**config.mk**
```make
export PLATFORM = sky130hd
export DESIGN_NAME = odometry_frame_parser_core
export DESIGN_NICKNAME = d
export VERILOG_FILES = /design/src/sv/ofp_pkg.sv /design/src/sv/odometry_frame_parser_core.sv /design/src/sv/ofp_front.sv /design/src/sv/ofp_queue.sv /design/src/sv/ofp_back.sv
export SDC_FILE = /design/constraint.sdc
export NUM_CORES = 1
export LEC_CHECK = 0
export BUFFER_PORTS_ARGS = -buffer_cell sky130_fd_sc_hd__buf_2
export CORE_MARGIN = 4
export CORE_UTILIZATION = 60
export CTS_CLUSTER_SIZE = 25
export DETAILED_ROUTE_END_ITERATION = 16
export PLACE_DENSITY = 0.83
export SYNTH_ARGS = -nofsm -noshare
export SYNTH_HDL_FRONTEND = slang
export SYNTH_SLANG_ARGS = --single-unit
export TNS_END_PERCENT = 1
```
**constraint.sdc**
```tcl
create_clock -name clk -period 6.3 [get_ports clk]
set_input_delay 0.63 -clock clk [delete_from_list [all_inputs] [get_ports clk]]
set_output_delay 0.63 -clock clk [all_outputs]
set_load 0.01 [all_outputs]
```
**src/sv/ofp_pkg.sv**
```systemverilog
// ----------------------------------------------------------------------------
// ofp_pkg
// Shared types and constants for the odometry frame parser.
// ----------------------------------------------------------------------------
package ofp_pkg;

    localparam int BYTE_W       = 8;
    localparam int COORD_W      = 16;
    localparam int HEADING_W    = 32;
    localparam int CFG_INDEX_W  = 2;
    localparam int OUT_DATA_W   = 72;
    localparam int QUEUE_DEPTH_DEF = 2;

    // minimum payload length of a complete odometry frame
    localparam logic [BYTE_W-1:0] ODO_PAYLOAD_MIN = 8'd8;

    localparam logic [BYTE_W-1:0] HEADER_FIRST_RST  = 8'hAA;
    localparam logic [BYTE_W-1:0] HEADER_SECOND_RST = 8'hAF;
    localparam logic [BYTE_W-1:0] ODO_CODE_RST      = 8'h01;

    typedef enum logic [CFG_INDEX_W-1:0] {
        REG_HEADER_FIRST  = 2'd0,
        REG_HEADER_SECOND = 2'd1,
        REG_ODO_CODE      = 2'd2
    } cfg_reg_t;

    typedef enum logic [1:0] {
        ST_OK         = 2'd0,
        ST_BAD_SUM    = 2'd1,
        ST_OTHER_FUNC = 2'd2,
        ST_SHORT      = 2'd3
    } status_t;

    typedef enum logic [2:0] {
        PH_HUNT1   = 3'd0,
        PH_HUNT2   = 3'd1,
        PH_FUNC    = 3'd2,
        PH_LEN     = 3'd3,
        PH_PAYLOAD = 3'd4,
        PH_CHECK   = 3'd5
    } phase_t;

    typedef struct packed {
        logic [BYTE_W-1:0] header_first;
        logic [BYTE_W-1:0] header_second;
        logic [BYTE_W-1:0] odometry_code;
    } ofp_cfg_t;

    // one finished frame, as handed from the parser to the store stage
    typedef struct packed {
        status_t              status;
        logic [COORD_W-1:0]   raw_x;
        logic [COORD_W-1:0]   raw_y;
        logic [HEADING_W-1:0] raw_heading;
    } ofp_frame_t;

endpackage

```
**src/sv/odometry_frame_parser_core.sv**
```systemverilog
// ----------------------------------------------------------------------------
// odometry_frame_parser_core
// Serial odometry frame parser with additive checksum and odometry store.
// ----------------------------------------------------------------------------
// Takes one received byte per transfer on the s_ stream, hunts the two header
// bytes, then reads a function byte, a length byte, the payload and a checksum
// byte equal to the 8-bit sum of all earlier frame bytes. Every frame produces
// exactly one result transfer on the m_ stream when its checksum byte arrives:
// a status code and the stored X, Y and heading after that frame. Only a good
// odometry frame with at least eight payload bytes updates the store, and a
// negative X or Y is dropped while the old value is held. The parser takes a
// byte every clock cycle; its only stall comes from the frame queue between
// parser and store filling up while the m_ side is held off, so with m_tready
// high the sustained rate is one byte per cycle and a result passes through
// the frame queue and the result register after its checksum byte. Register
// writes on the cfg channel are always accepted and act on the next byte.
// ----------------------------------------------------------------------------
module odometry_frame_parser_core
    import ofp_pkg::*;
#(
    parameter int QUEUE_DEPTH = QUEUE_DEPTH_DEF
)
(
    input  logic                   clk,
    input  logic                   rst_n,
    // input byte stream
    input  logic                   s_tvalid,
    output logic                   s_tready,
    input  logic [BYTE_W-1:0]      s_tdata,    // [7:0] rx_byte
    // result stream
    output logic                   m_tvalid,
    input  logic                   m_tready,
    // [1:0] status, [17:2] pos_x, [33:18] pos_y, [65:34] heading_bits,
    // [66] x_updated, [67] y_updated, [71:68] zero
    output logic [OUT_DATA_W-1:0]  m_tdata,
    // register write channel
    input  logic                   cfg_valid,
    output logic                   cfg_ready,
    input  logic [CFG_INDEX_W-1:0] cfg_index,
    input  logic [BYTE_W-1:0]      cfg_data
);

    ofp_cfg_t   cfg_reg;
    logic       q_push_valid, q_push_ready;
    ofp_frame_t q_push_data;
    logic       q_pop_valid, q_pop_ready;
    ofp_frame_t q_pop_data;

    // Register file: every transfer is taken; indexes past the list are dropped.
    assign cfg_ready = 1'b1;

    always_ff @(posedge clk or negedge rst_n)
    begin
        if (!rst_n)
        begin
            cfg_reg.header_first  <= HEADER_FIRST_RST;
            cfg_reg.header_second <= HEADER_SECOND_RST;
            cfg_reg.odometry_code <= ODO_CODE_RST;
        end
        else if (cfg_valid && cfg_ready)
        begin
            unique case (cfg_index)
                REG_HEADER_FIRST:  cfg_reg.header_first  <= cfg_data;
                REG_HEADER_SECOND: cfg_reg.header_second <= cfg_data;
                REG_ODO_CODE:      cfg_reg.odometry_code <= cfg_data;
                default:           ;
            endcase
        end
    end

    // Front: parse bytes and classify each finished frame.
    ofp_front u_front
    (
        .clk         (clk),
        .rst_n       (rst_n),
        .cfg         (cfg_reg),
        .byte_valid  (s_tvalid),
        .byte_ready  (s_tready),
        .byte_data   (s_tdata),
        .frame_valid (q_push_valid),
        .frame_ready (q_push_ready),
        .frame       (q_push_data)
    );

    // Queue: decouple the parser from result back-pressure.
    ofp_queue #(
        .DEPTH (QUEUE_DEPTH)
    ) u_queue
    (
        .clk        (clk),
        .rst_n      (rst_n),
        .push_valid (q_push_valid),
        .push_ready (q_push_ready),
        .push_data  (q_push_data),
        .pop_valid  (q_pop_valid),
        .pop_ready  (q_pop_ready),
        .pop_data   (q_pop_data)
    );

    // Back: update the odometry store and hold the result for transfer.
    ofp_back u_back
    (
        .clk         (clk),
        .rst_n       (rst_n),
        .frame_valid (q_pop_valid),
        .frame_ready (q_pop_ready),
        .frame       (q_pop_data),
        .m_tvalid    (m_tvalid),
        .m_tready    (m_tready),
        .m_tdata     (m_tdata)
    );

endmodule

```
**src/sv/ofp_front.sv**
```systemverilog
// ----------------------------------------------------------------------------
// ofp_front
// Byte parser: header hunt, checksum, payload capture and frame classification.
// ----------------------------------------------------------------------------
module ofp_front
    import ofp_pkg::*;
(
    input  logic              clk,
    input  logic              rst_n,
    input  ofp_cfg_t          cfg,
    input  logic              byte_valid,
    output logic              byte_ready,
    input  logic [BYTE_W-1:0] byte_data,
    output logic              frame_valid,
    input  logic              frame_ready,
    output ofp_frame_t        frame
);

    phase_t               phase_reg, phase_next;
    logic [BYTE_W-1:0]    sum_reg, sum_next;
    logic [BYTE_W-1:0]    len_reg, len_next;
    logic [BYTE_W-1:0]    count_reg, count_next;
    logic [BYTE_W-1:0]    func_reg, func_next;
    logic [COORD_W-1:0]   raw_x_reg, raw_x_next;
    logic [COORD_W-1:0]   raw_y_reg, raw_y_next;
    logic [HEADING_W-1:0] raw_h_reg, raw_h_next;
    logic                 fire;
    logic [BYTE_W-1:0]    count_inc;

    assign byte_ready = frame_ready;
    assign fire       = byte_valid && byte_ready;
    assign count_inc  = count_reg + 8'd1;

    always_ff @(posedge clk or negedge rst_n)
    begin
        if (!rst_n)
        begin
            phase_reg <= PH_HUNT1;
            sum_reg   <= '0;
            len_reg   <= '0;
            count_reg <= '0;
            func_reg  <= '0;
        end
        else
        begin
            phase_reg <= phase_next;
            sum_reg   <= sum_next;
            len_reg   <= len_next;
            count_reg <= count_next;
            func_reg  <= func_next;
        end
    end

    always_ff @(posedge clk)
    begin
        raw_x_reg <= raw_x_next;
        raw_y_reg <= raw_y_next;
        raw_h_reg <= raw_h_next;
    end

    always_comb
    begin
        phase_next  = phase_reg;
        sum_next    = sum_reg;
        len_next    = len_reg;
        count_next  = count_reg;
        func_next   = func_reg;
        raw_x_next  = raw_x_reg;
        raw_y_next  = raw_y_reg;
        raw_h_next  = raw_h_reg;
        frame_valid = 1'b0;

        if (fire)
        begin
            unique case (phase_reg)
                PH_HUNT1:
                begin
                    if (byte_data == cfg.header_first)
                        phase_next = PH_HUNT2;
                end
                PH_HUNT2:
                begin
                    // a repeated first header byte keeps the hunt armed
                    if (byte_data == cfg.header_second)
                    begin
                        sum_next   = cfg.header_first + byte_data;
                        phase_next = PH_FUNC;
                    end
                    else if (byte_data != cfg.header_first)
                        phase_next = PH_HUNT1;
                end
                PH_FUNC:
                begin
                    func_next  = byte_data;
                    sum_next   = sum_reg + byte_data;
                    phase_next = PH_LEN;
                end
                PH_LEN:
                begin
                    len_next   = byte_data;
                    count_next = '0;
                    sum_next   = sum_reg + byte_data;
                    phase_next = (byte_data == '0) ? PH_CHECK : PH_PAYLOAD;
                end
                PH_PAYLOAD:
                begin
                    // capture the first eight bytes, big-endian
                    if (count_reg < 8'd2)
                        raw_x_next = {raw_x_reg[COORD_W-BYTE_W-1:0], byte_data};
                    else if (count_reg < 8'd4)
                        raw_y_next = {raw_y_reg[COORD_W-BYTE_W-1:0], byte_data};
                    else if (count_reg < 8'd8)
                        raw_h_next = {raw_h_reg[HEADING_W-BYTE_W-1:0], byte_data};
                    sum_next   = sum_reg + byte_data;
                    count_next = count_inc;
                    if (count_inc >= len_reg)
                        phase_next = PH_CHECK;
                end
                PH_CHECK:
                begin
                    frame_valid = 1'b1;
                    phase_next  = PH_HUNT1;
                end
                default:
                begin
                    phase_next = PH_HUNT1;
                end
            endcase
        end
    end

    always_comb
    begin
        frame.raw_x       = raw_x_reg;
        frame.raw_y       = raw_y_reg;
        frame.raw_heading = raw_h_reg;
        if (byte_data != sum_reg)
            frame.status = ST_BAD_SUM;
        else if (func_reg != cfg.odometry_code)
            frame.status = ST_OTHER_FUNC;
        else if (len_reg < ODO_PAYLOAD_MIN)
            frame.status = ST_SHORT;
        else
            frame.status = ST_OK;
    end

endmodule

```
**src/sv/ofp_queue.sv**
```systemverilog
// ----------------------------------------------------------------------------
// ofp_queue
// Small first-in first-out queue of finished frames.
// ----------------------------------------------------------------------------
module ofp_queue
    import ofp_pkg::*;
#(
    parameter int DEPTH = QUEUE_DEPTH_DEF
)
(
    input  logic       clk,
    input  logic       rst_n,
    input  logic       push_valid,
    output logic       push_ready,
    input  ofp_frame_t push_data,
    output logic       pop_valid,
    input  logic       pop_ready,
    output ofp_frame_t pop_data
);

    localparam int PTR_W = (DEPTH > 1) ? $clog2(DEPTH) : 1;
    localparam int CNT_W = $clog2(DEPTH + 1);
    localparam logic [PTR_W-1:0] LAST_PTR = PTR_W'(DEPTH - 1);
    localparam logic [CNT_W-1:0] FULL_CNT = CNT_W'(DEPTH);

    ofp_frame_t        mem [DEPTH];
    logic [PTR_W-1:0]  wr_ptr_reg, wr_ptr_next;
    logic [PTR_W-1:0]  rd_ptr_reg, rd_ptr_next;
    logic [CNT_W-1:0]  cnt_reg, cnt_next;
    logic              push, pop;

    assign push_ready = (cnt_reg != FULL_CNT);
    assign pop_valid  = (cnt_reg != '0);
    assign push       = push_valid && push_ready;
    assign pop        = pop_valid && pop_ready;
    assign pop_data   = mem[rd_ptr_reg];

    always_comb
    begin
        wr_ptr_next = wr_ptr_reg;
        rd_ptr_next = rd_ptr_reg;
        cnt_next    = cnt_reg;
        if (push)
            wr_ptr_next = (wr_ptr_reg == LAST_PTR) ? '0 : wr_ptr_reg + 1'b1;
        if (pop)
            rd_ptr_next = (rd_ptr_reg == LAST_PTR) ? '0 : rd_ptr_reg + 1'b1;
        if (push && !pop)
            cnt_next = cnt_reg + 1'b1;
        else if (pop && !push)
            cnt_next = cnt_reg - 1'b1;
    end

    always_ff @(posedge clk or negedge rst_n)
    begin
        if (!rst_n)
        begin
            wr_ptr_reg <= '0;
            rd_ptr_reg <= '0;
            cnt_reg    <= '0;
        end
        else
        begin
            wr_ptr_reg <= wr_ptr_next;
            rd_ptr_reg <= rd_ptr_next;
            cnt_reg    <= cnt_next;
        end
    end

    always_ff @(posedge clk)
    begin
        if (push)
            mem[wr_ptr_reg] <= push_data;
    end

endmodule

```
**src/sv/ofp_back.sv**
```systemverilog
// ----------------------------------------------------------------------------
// ofp_back
// Odometry store and result register.
// ----------------------------------------------------------------------------
module ofp_back
    import ofp_pkg::*;
(
    input  logic                  clk,
    input  logic                  rst_n,
    input  logic                  frame_valid,
    output logic                  frame_ready,
    input  ofp_frame_t            frame,
    output logic                  m_tvalid,
    input  logic                  m_tready,
    output logic [OUT_DATA_W-1:0] m_tdata
);

    logic [COORD_W-1:0]   x_reg, x_next;
    logic [COORD_W-1:0]   y_reg, y_next;
    logic [HEADING_W-1:0] h_reg, h_next;
    logic                 valid_reg;
    logic                 xu_reg, xu_next;
    logic                 yu_reg, yu_next;
    status_t              status_reg;
    logic                 take;

    assign frame_ready = !valid_reg || m_tready;
    assign take        = frame_valid && frame_ready;

    always_comb
    begin
        x_next  = x_reg;
        y_next  = y_reg;
        h_next  = h_reg;
        xu_next = 1'b0;
        yu_next = 1'b0;
        if (frame.status == ST_OK)
        begin
            // drop negative coordinates, keep the old value
            if (!frame.raw_x[COORD_W-1])
            begin
                x_next  = frame.raw_x;
                xu_next = 1'b1;
            end
            if (!frame.raw_y[COORD_W-1])
            begin
                y_next  = frame.raw_y;
                yu_next = 1'b1;
            end
            h_next = frame.raw_heading;
        end
    end

    always_ff @(posedge clk or negedge rst_n)
    begin
        if (!rst_n)
        begin
            valid_reg <= 1'b0;
            x_reg     <= '0;
            y_reg     <= '0;
            h_reg     <= '0;
        end
        else
        begin
            if (take)
            begin
                valid_reg <= 1'b1;
                x_reg     <= x_next;
                y_reg     <= y_next;
                h_reg     <= h_next;
            end
            else if (m_tready)
                valid_reg <= 1'b0;
        end
    end

    always_ff @(posedge clk)
    begin
        if (take)
        begin
            status_reg <= frame.status;
            xu_reg     <= xu_next;
            yu_reg     <= yu_next;
        end
    end

    assign m_tvalid = valid_reg;
    assign m_tdata  = {4'b0, yu_reg, xu_reg, h_reg, y_reg, x_reg, status_reg};

endmodule

```
==> results of run 1 <==
-- synthesized netlist by cell type (4+ instances only) --
cell	count
dfstp_2	11
ha_1	17
xor2_1	17
mux2_4	4
buf_2	16
nand3_1	7
buf_4	11
nor2_1	19
nand2_1	71
edfxtp_1	200
nor2b_1	4
a21oi_1	9
nor3_1	6
a211oi_1	4
xnor2_1	28
o21ai_1	16
a32o_1	7
o21ai_0	52
dfrtp_1	115
nand4_1	5
mux2_2	50
clkbuf_1	15
mux2i_1	62
nand2b_1	4
xor2_2	4
inv_1	12
-- metal layers --
metal / track usage / wire length [um] / up-vias
li1: - / - / 3122
met1: 0.253 / 9540 / 3336
met2: 0.339 / 11400 / 182
met3: 0.0332 / 1270 / 39
met4: 0.0521 / 505 / 0
met5: 0 / 0 / -
-- worst paths after layout --
| check | startpoint | end | slack (ns) | cells after the start |
|---|---|---|---|---|
| min | rst_n | u_front.func_reg[6]$_DFFE_PN0P_ | 0.27 | 1 |
| max reg2reg | u_front.phase_reg[0]$_DFFE_PN0P_ | u_front.sum_reg[6]$_DFFE_PN0P_ | 2.87 | 11 |
| min in group clk | cfg_data[7] | cfg_reg[7]$_DFFE_PN0P_ | 0.33 | 2 |
| min reg2reg | u_front.raw_x_reg[11]$_DFFE_PP_ | u_queue.mem[1][59]$_DFFE_PP_ | 0.45 | 0 |
| max in group asynchronous | rst_n | u_queue.rd_ptr_reg$_DFFE_PN0P_ | 4.74 | 2 |
| max | u_front.phase_reg[0]$_DFFE_PN0P_ | u_front.sum_reg[6]$_DFFE_PN0P_ | 2.87 | 11 |
-- kinds of logic (layout without fill, tap and decap cells) --
family	count (synthesis)	count (layout)	synth area share
AOI/OAI and AO/OA	106	106	0.0499
xor gates and xnor gates	49	49	0.0361
adders and majority gates	18	18	0.0183
buffers and inverters	57	166	0.0234
DFF	326	326	0.720
muxes	116	116	0.0976
other	2	7	0.000590
and+or+nand+nor	138	138	0.0540
-- area by class of cell --
class                      instances  area (um^2)  area share
sequential                       326         9180       0.639
tap                              275          344      0.0240
inverter                          12         45.0     0.00314
clock buffer                      49          893      0.0622
multi-input combinational        434         3310       0.230
timing repair buffer              96          498      0.0347
clock inverter                     9         91.3     0.00636
-- per-stage QoR --
stage	hold WS (ns)	instances	cell area [um^2]	worst slack, ns
after global routing	0.332	1201	14400	2.61
after CTS	0.318	1201	14400	2.88
after global placement	0.423	1143	13400	3.00
final	0.273	1201	14400	2.87
after detailed placement	0.430	1143	13400	2.93
after floorplan	0.334	817	12800	1.94
-- worst max-delay path, cell delays in order, from the launching register on --
cell      delay (ns)
dfrtp_1         0.48
nor3b_2         0.62
nor2_2          0.24
mux2_2          0.33
ha_1            0.21
fa_1            0.41
a21o_1          0.20
a21oi_1         0.23
o21bai_1        0.09
a21oi_1         0.17
xnor2_1         0.08
mux2_4          0.25
-- report_power, final --
part	internal, mW	switching (mW)
registers	2.53	0.205
logic	0.471	0.611
clock network	1.02	0.754
==> run_results.csv, run 1 <==
group,metric,value,unit
timing,maxSlewViolCount,0,
clock_tree,cts_buffers,31,
clock_tree,cts_hold_buffers,0,
clock_tree,cts.clk_slew.worst_paths,0.06,ns
yosys,yosysSeqAreaShare,0.720,
power,p_total,5.58,mW
clock_tree,cts_tree,"built",
global_route,grt_antenna_before_repair,0,
setup_path,required,6.74,ns
power,peakVddDrop,252,uV
layout,final_cell_mix,"edfxtp_1, dfrtp_1, buf_2",
timing,slew_headroom,0.255,
yosys,synthArstFlopShare,0.387,
global_route,grtUsageTotal,0.193,
floorplanning,boundaryPins,98,
clock_tree,clock_latency,0.56,ns
detailed_routing,drc,0,
detailed_routing,via_per_inst,5.56,
yosys,synth_ff_type,"edfxtp_1",
yosys,netlist.area_leader.share,0.472,
floorplanning,die_w,154,um
setup_path,cp.arrival,3.87,ns
placement,place_congestion,0.822,
run,drv_cap,0,
layout,n_fill_cell,1379,
power,p_leak,5.77,nW
yosys,yosysWarningCount,0,
clock_tree,htree_levels,1,
detailed_routing,wl_per_cell,18.9,um
yosys,synth_seq_cells,326,
setup_path,cp-start-kind,"flop",
placement,hpwl,14.2,mm
yosys,synth-edff-count,200,
yosys,syn_inst,812,
layout,area_growth,12.7,%
timing,rsz0062_at_grt,"no",
layout,drive_above_1_share,0.242,
global_route,grt_pass1_vias,6863,
layout,nNetsFinal,942,
detailed_routing,drt-total-wl,22.8,mm
yosys,syn_avg_cell_area,15.7,um^2
power,cellPowerDensity,389,nW/um^2
yosys,synth_area_leaders,"edfxtp_1, dfrtp_1, mux2i_1",
clock_tree,post_cts_buffers,0,
floorplanning,start_util,0.608,
setup_path,end_kind,"flop",
layout,final_core_util,0.685,
timing,clock.fmax,291,MHz
floorplanning,core_area,21000,um^2
clock_tree,root_buffer,"clkbuf_16",
global_route,grt_pass1_wl,36.4,mm
floorplanning,design.die.area,23600,um^2
clock_tree,clkSinkCount,326,
timing,finalHoldViolations,0,
layout,largest_reg_flops,132,
detailed_routing,drtIter0Drc,512,
run_status,status,"completed",
timing,setup_viol,0,
clock_tree,cts-resized-gates,0,
placement,place.port_buffers,90,
timing,worst_slew_pin_slew,1.12,ns
timing,min_period,3.43,ns
layout,antenna_cells,0,
timing,fin_tns_setup,0,ns
yosys,synth.largest_area_cell,"edfxtp_1",
timing,fin_skew,0.0146,ns
clock_tree,clockBufferDepth,3,
yosys,syn-cell-area,12700,um^2
floorplanning,die_h,154,um
yosys,post_synth_num_cell_types,53,
detailed_routing,dr.pass1.iters,5,
layout,final_common_cell,"edfxtp_1",
floorplanning,row_count,53,
timing,period_share,0.545,
global_route,grt.overflow.total,0,
setup_path,critPathKind,"flop to flop",
min_path,hold_class,"input port to asynchronous set/reset pin",
setup_path,path_max_fanout,12,
global_route,grt_max_degree,90,
detailed_routing,vias,6679,
detailed_routing,ant_nets,0,
(Power assumes the default switching activity.)
==> run 2, diff against run 1 <==
==> constraint.sdc (replaced) <==
create_clock -name clk -period 3.3 [get_ports clk]
set_input_delay 0.33 -clock clk [delete_from_list [all_inputs] [get_ports clk]]
set_output_delay 0.33 -clock clk [all_outputs]
set_load 0.01 [all_outputs]
==> run 2 against run 1 <==
  * Hold slack worse by 0.22 ns
  * Sequential share of layout area down 0.97 points
  * Via count up 1.4%
  * Clock-buffer cell count down 14
  * Critical path type unchanged
==> run_results.csv, run 2 (same netlist as run 1, synthesis figures left out) <==
group,metric,value,unit
floorplanning,row_count,53,
setup_path,cp.arrival,3.42,ns
power,comb_power_share,0.189,
setup_path,cp-start-kind,"flop",
timing,fin_hold_ws,0.0505,ns
layout,fin_area,14600,um^2
timing,finalHoldViolations,0,
layout,nNetsFinal,950,
detailed_routing,ant_nets,0,
detailed_routing,vias,6770,
min_path,hold_class,"input port to flop",
placement,hpwl,14.3,mm
power,intPower,8.01,mW
setup_path,required,3.72,ns
layout,largest_reg_flops,132,
layout,final_common_cell,"edfxtp_1",
power,cellPowerDensity,756,nW/um^2
detailed_routing,wl_per_cell,19.2,um
setup_path,path_max_fanout,10,
layout,antenna_cells,0,
layout,drive_above_1_share,0.253,
clock_tree,cts_hold_buffers,1,
floorplanning,design.die.area,23600,um^2
floorplanning,die_h,154,um
power,power_switching,3.01,mW
global_route,grt_pass1_wl,38.0,mm
setup_path,critPathKind,"flop to flop",
global_route,grtUsageTotal,0.200,
detailed_routing,drtIter0Drc,457,
clock_tree,clock_latency,0.54,ns
clock_tree,cts-resized-gates,0,
floorplanning,start_util,0.608,
detailed_routing,via_per_inst,5.60,
floorplanning,die_w,154,um
placement,place_congestion,0.779,
floorplanning,core_area,21000,um^2
global_route,grt_max_degree,67,
power,p_seq_frac,0.474,
placement,placed_cell_area,13500,um^2
placement,place.port_buffers,90,
power,power.share.clock,0.337,
setup_path,end_kind,"flop",
detailed_routing,drt-total-wl,23.2,mm
timing,fin_tns_setup,0,ns
timing,slew_headroom,0.391,
floorplanning,boundaryPins,98,
layout,final_cell_mix,"edfxtp_1, dfrtp_1, buf_2",
run_status,status,"completed",
timing,maxSlewViolCount,0,
timing,clock.fmax,333,MHz
run,drv_cap,0,
clock_tree,cts_tree,"built",
power,p_leak,5.88,nW
timing,worst_slew_pin_slew,0.913,ns
detailed_routing,drc,0,
timing,setup_viol,0,
timing,rsz0062_at_grt,"no",
timing,period_share,0.909,
layout,area_growth,14.4,%
power,peakVddDrop,453,uV
global_route,grt_antenna_before_repair,0,
clock_tree,cts.clk_slew.worst_paths,0.07,ns
power,switching_share,0.273,
detailed_routing,dr.pass1.iters,5,
global_route,grt_pass1_vias,7135,
global_route,grt.overflow.total,0,
clock_tree,post_cts_buffers,0,
clock_tree,htree_levels,1,
timing,fin_skew,0.0105,ns
clock_tree,root_buffer,"clkbuf_16",
clock_tree,cts_buffers,30,
timing,min_period,3.00,ns
clock_tree,clkSinkCount,326,
clock_tree,clockBufferDepth,3,
[run 2: cell types whose count changed in the layout (fill, tap and decap cells not counted), moves of 2 or more]
cell,change
buf_12,+4
buf_4,+4
bufinv_16,+6
clkbuf_1,-10
clkbuf_8,-4
clkinv_1,+4
clkinv_2,+3
clkinv_4,+2
clkinvlp_4,-2
[run 2: power by group through the flow]
stage | clock network (mW) | logic [mW] | registers, mW
after detailed placement | 0 | 2.07 | 5.28
after floorplan | 0 | 1.30 | 5.31
after CTS | 3.77 | 2.13 | 5.22
after global routing | 3.99 | 2.31 | 5.28
final | 3.72 | 2.08 | 5.22
after global placement | 0 | 2.00 | 5.25
[run 2: path summary, 6_finish.rpt]
path,from,to,slack (ns),depth (start not counted)
max,u_front.phase_reg[1]$_DFFE_PN0P_,u_front.sum_reg[6]$_DFFE_PN0P_,0.30,11
min,cfg_data[7],cfg_reg[7]$_DFFE_PN0P_,0.05,2
max reg2reg,u_front.phase_reg[1]$_DFFE_PN0P_,u_front.sum_reg[6]$_DFFE_PN0P_,0.30,11
min reg2reg,u_front.raw_y_reg[8]$_DFFE_PP_,u_queue.mem[0][40]$_DFFE_PP_,0.44,0
max in group asynchronous,rst_n,cfg_reg[0]$_DFFE_PN1P_,1.96,3
min in group asynchronous,rst_n,u_back.h_reg[7]$_DFFE_PN0P_,0.46,2
[run 2: worst max-delay path: stages, from the launching register on]
cell and delay, ns:
dfrtp_1 0.50, nor2b_1 0.36, nor2_2 0.10, buf_4 0.18, mux2_2 0.30, fa_1 0.44
a21o_1 0.19, a21oi_1 0.22, o21bai_1 0.09, a21oi_1 0.18, xnor2_1 0.08, mux2_4 0.25
[run 2: layer usage]
metal / GRT usage / wire, um
met4: 0.0719 / 745
met3: 0.0301 / 1050
met1: 0.264 / 9530
met2: 0.343 / 11900
met5: 0 / 0
[run 2: cell type report]
type / instances / area, um^2
clock buffers: 35 / 801
clock inverters: 21 / 284
fillers: 1372 / 6380
inverters: 12 / 45.0
multi-input cells: 434 / 3310
flip-flops and latches: 326 / 9180
well taps: 275 / 344
repair buffers: 105 / 618
[run 2: metrics by stage]
stage	worst slack (ns)	util	power, mW	std cells
after global routing	0.0877	0.696	11.6	1208
after CTS	0.300	0.696	11.1	1208
after global placement	0.394	0.643	7.26	1151
after detailed placement	0.312	0.643	7.36	1151
after floorplan	0.0579	-	6.62	817
final	0.301	0.696	11.0	1208
==> run 3, diff against run 2 <==
--- a/config.mk
+++ b/config.mk
@@ -7,10 +7,10 @@
 export LEC_CHECK = 0
 export BUFFER_PORTS_ARGS = -buffer_cell sky130_fd_sc_hd__buf_2
 export CORE_MARGIN = 4
-export CORE_UTILIZATION = 60
+export CORE_UTILIZATION = 55
 export CTS_CLUSTER_SIZE = 25
 export DETAILED_ROUTE_END_ITERATION = 16
-export PLACE_DENSITY = 0.83
+export PLACE_DENSITY = 0.77
 export SYNTH_ARGS = -nofsm -noshare
 export SYNTH_HDL_FRONTEND = slang
 export SYNTH_SLANG_ARGS = --single-unit
==> run 3 against run 2 <==
  * Core utilization down 5.1 points
  * Fmax rose by 0.14%
  * Critical path depth did not move
  * Hold slack improved by 0.042 ns
  * Register-to-register slack barely moved
  * Clock skew barely moved
  * Power decreased by 0.28%
  * First-iteration DRC count fell by 2.8%
  * Clock power barely moved
  * Flip-flop and latch count stayed put
  * Final cell count is 1.4% higher
==> run_results.csv, run 3 (same netlist as run 1, synthesis figures left out) <==
group,metric,value,unit
placement,post-place-cells,1162,
setup_path,path_max_fanout,10,
run_status,status,"completed",
timing,setup_viol,0,
floorplanning,start_util,0.561,
global_route,grt_pass1_wl,34.7,mm
detailed_routing,drtIter0Drc,444,
layout,fin_cells,1225,
placement,hpwl,13.6,mm
layout,antenna_cells,0,
timing,timing.final.ws_setup,0.305,ns
clock_tree,cts_tree,"built",
layout,multiInputGateArea,3310,um^2
layout,drive_above_1_share,0.256,
setup_path,critPathKind,"flop to flop",
setup_path,end_kind,"flop",
timing,clock.fmax,334,MHz
layout,final_core_util,0.644,
floorplanning,boundaryPins,98,
detailed_routing,dr.pass1.iters,4,
floorplanning,core_area,22700,um^2
layout,final_cell_mix,"edfxtp_1, dfrtp_1, buf_2",
clock_tree,clock_latency,0.50,ns
placement,place.port_buffers,90,
timing,fin_skew,0.0104,ns
clock_tree,post_cts_buffers,0,
power,p_leak,5.90,nW
setup_path,rr_worst_depth,11,
floorplanning,design.die.area,25700,um^2
timing,worst_slew_pin_slew,0.857,ns
clock_tree,htree_levels,2,
global_route,grt_max_degree,69,
clock_tree,root_buffer,"clkbuf_16",
clock_tree,clkSinkCount,326,
global_route,grtUsageTotal,0.169,
setup_path,cp.arrival,3.37,ns
min_path,hold_depth,2,
timing,period_share,0.908,
clock_tree,cts.clk_slew.worst_paths,0.06,ns
setup_path,required,3.68,ns
timing,rsz0062_at_grt,"no",
detailed_routing,ant_nets,0,
detailed_routing,drt-total-wl,21.8,mm
power,cellPowerDensity,751,nW/um^2
power,peakVddDrop,452,uV
detailed_routing,vias,6609,
setup_path,cp-start-kind,"flop",
detailed_routing,drc,0,
timing,maxSlewViolCount,0,
run,drv_cap,0,
timing,finalHoldViolations,0,
floorplanning,die_h,160,um
min_path,hold_class,"input port to flop",
timing,min_period,2.99,ns
layout,n_fill_cell,1575,
clock_tree,cts_buffers,34,
layout,seqCellArea,9180,um^2
global_route,grt_antenna_before_repair,0,
clock_tree,cts-resized-gates,0,
power,p_total,11.0,mW
floorplanning,die_w,160,um
placement,place_congestion,0.795,
global_route,grt_pass1_vias,6614,
layout,final_common_cell,"edfxtp_1",
layout,nNetsFinal,955,
floorplanning,row_count,55,
detailed_routing,wl_per_cell,17.8,um
global_route,grt.overflow.total,0,
timing,fin_tns_setup,0,ns
placement,pre_cts_ws,0.328,ns
clock_tree,clockBufferDepth,3,
layout,largest_reg_flops,132,
layout,area_growth,14.9,%
timing,slew_headroom,0.429,
detailed_routing,via_per_inst,5.40,
run 3: cell count changes in the layout (fill, tap and decap cells not counted):
cell | previous run | this run
inv_6 | 1 | 0
bufinv_16 | 7 | 2
clkinv_1 | 6 | 8
clkbuf_8 | 1 | 3
clkinv_2 | 5 | 4
clkinvlp_4 | 0 | 3
buf_6 | 0 | 1
inv_8 | 0 | 1
clkbuf_16 | 31 | 36
clkinv_8 | 0 | 2
buf_12 | 4 | 3
clkinv_4 | 2 | 0
buf_4 | 11 | 12
run 3: worst paths after layout:
check                                            startpoint                              end  slack (ns)
max reg2reg                u_front.phase_reg[1]$_DFFE_PN0P_   u_front.sum_reg[6]$_DFFE_PN0P_        0.31
max                        u_front.phase_reg[1]$_DFFE_PN0P_   u_front.sum_reg[6]$_DFFE_PN0P_        0.31
max in group asynchronous                             rst_n      u_back.h_reg[1]$_DFFE_PN0P_        2.16
min in group asynchronous                             rst_n  u_front.func_reg[5]$_DFFE_PN0P_        0.39
min                                             cfg_data[1]           cfg_reg[1]$_DFFE_PN0P_        0.09
min reg2reg                 u_front.raw_y_reg[10]$_DFFE_PP_     u_queue.mem[0][42]$_DFFE_PP_        0.45
run 3: area by class of cell:
type / instances / area share
clock buffer: 42 / 0.0652
sequential: 326 / 0.627
tap: 285 / 0.0244
inverter: 12 / 0.00308
multi-input combinational: 434 / 0.226
timing repair buffer: 106 / 0.0422
clock inverter: 20 / 0.0121
run 3: metal layers:
metal | GRT usage | vias up | wire length, um | share of wire
li1 | - | 3153 | - | -
met1 | 0.228 | 3289 | 9690 | 0.45
met2 | 0.282 | 131 | 10800 | 0.49
met3 | 0.0338 | 36 | 886 | 0.041
met4 | 0.0489 | 0 | 419 | 0.019
met5 | 0 | - | 0 | 0
run 3: power breakdown:
group	internal, mW	switching [mW]
Combinational	0.920	1.21
Sequential	4.82	0.293
Clock	2.23	1.52
run 3: worst max-delay path, stage by stage, from the launching register on:
cell and delay, ns:
dfrtp_1 0.47, nor2b_1 0.22, nor2_2 0.16, buf_4 0.19
mux2_2 0.37, fa_1 0.45, a21o_1 0.19, a21oi_1 0.21
o21bai_1 0.09, a21oi_1 0.18, xnor2_1 0.08, mux2_4 0.25
run 3: repair_timing:
action                                 4_1_cts  5_1_grt
setup endpoints to repair                    0        0
endpoints found under the hold margin       57        0
hold buffers                                 1        0
run 3: stage by stage:
stage	hold WS (ns)	cell area, um^2
2_1_floorplan	0.0344	12800
3_3_place_gp	0.384	13500
3_5_place_dp	0.380	13500
4_1_cts	0.0756	14600
5_1_grt	0.0844	14600
6_report	0.0929	14600
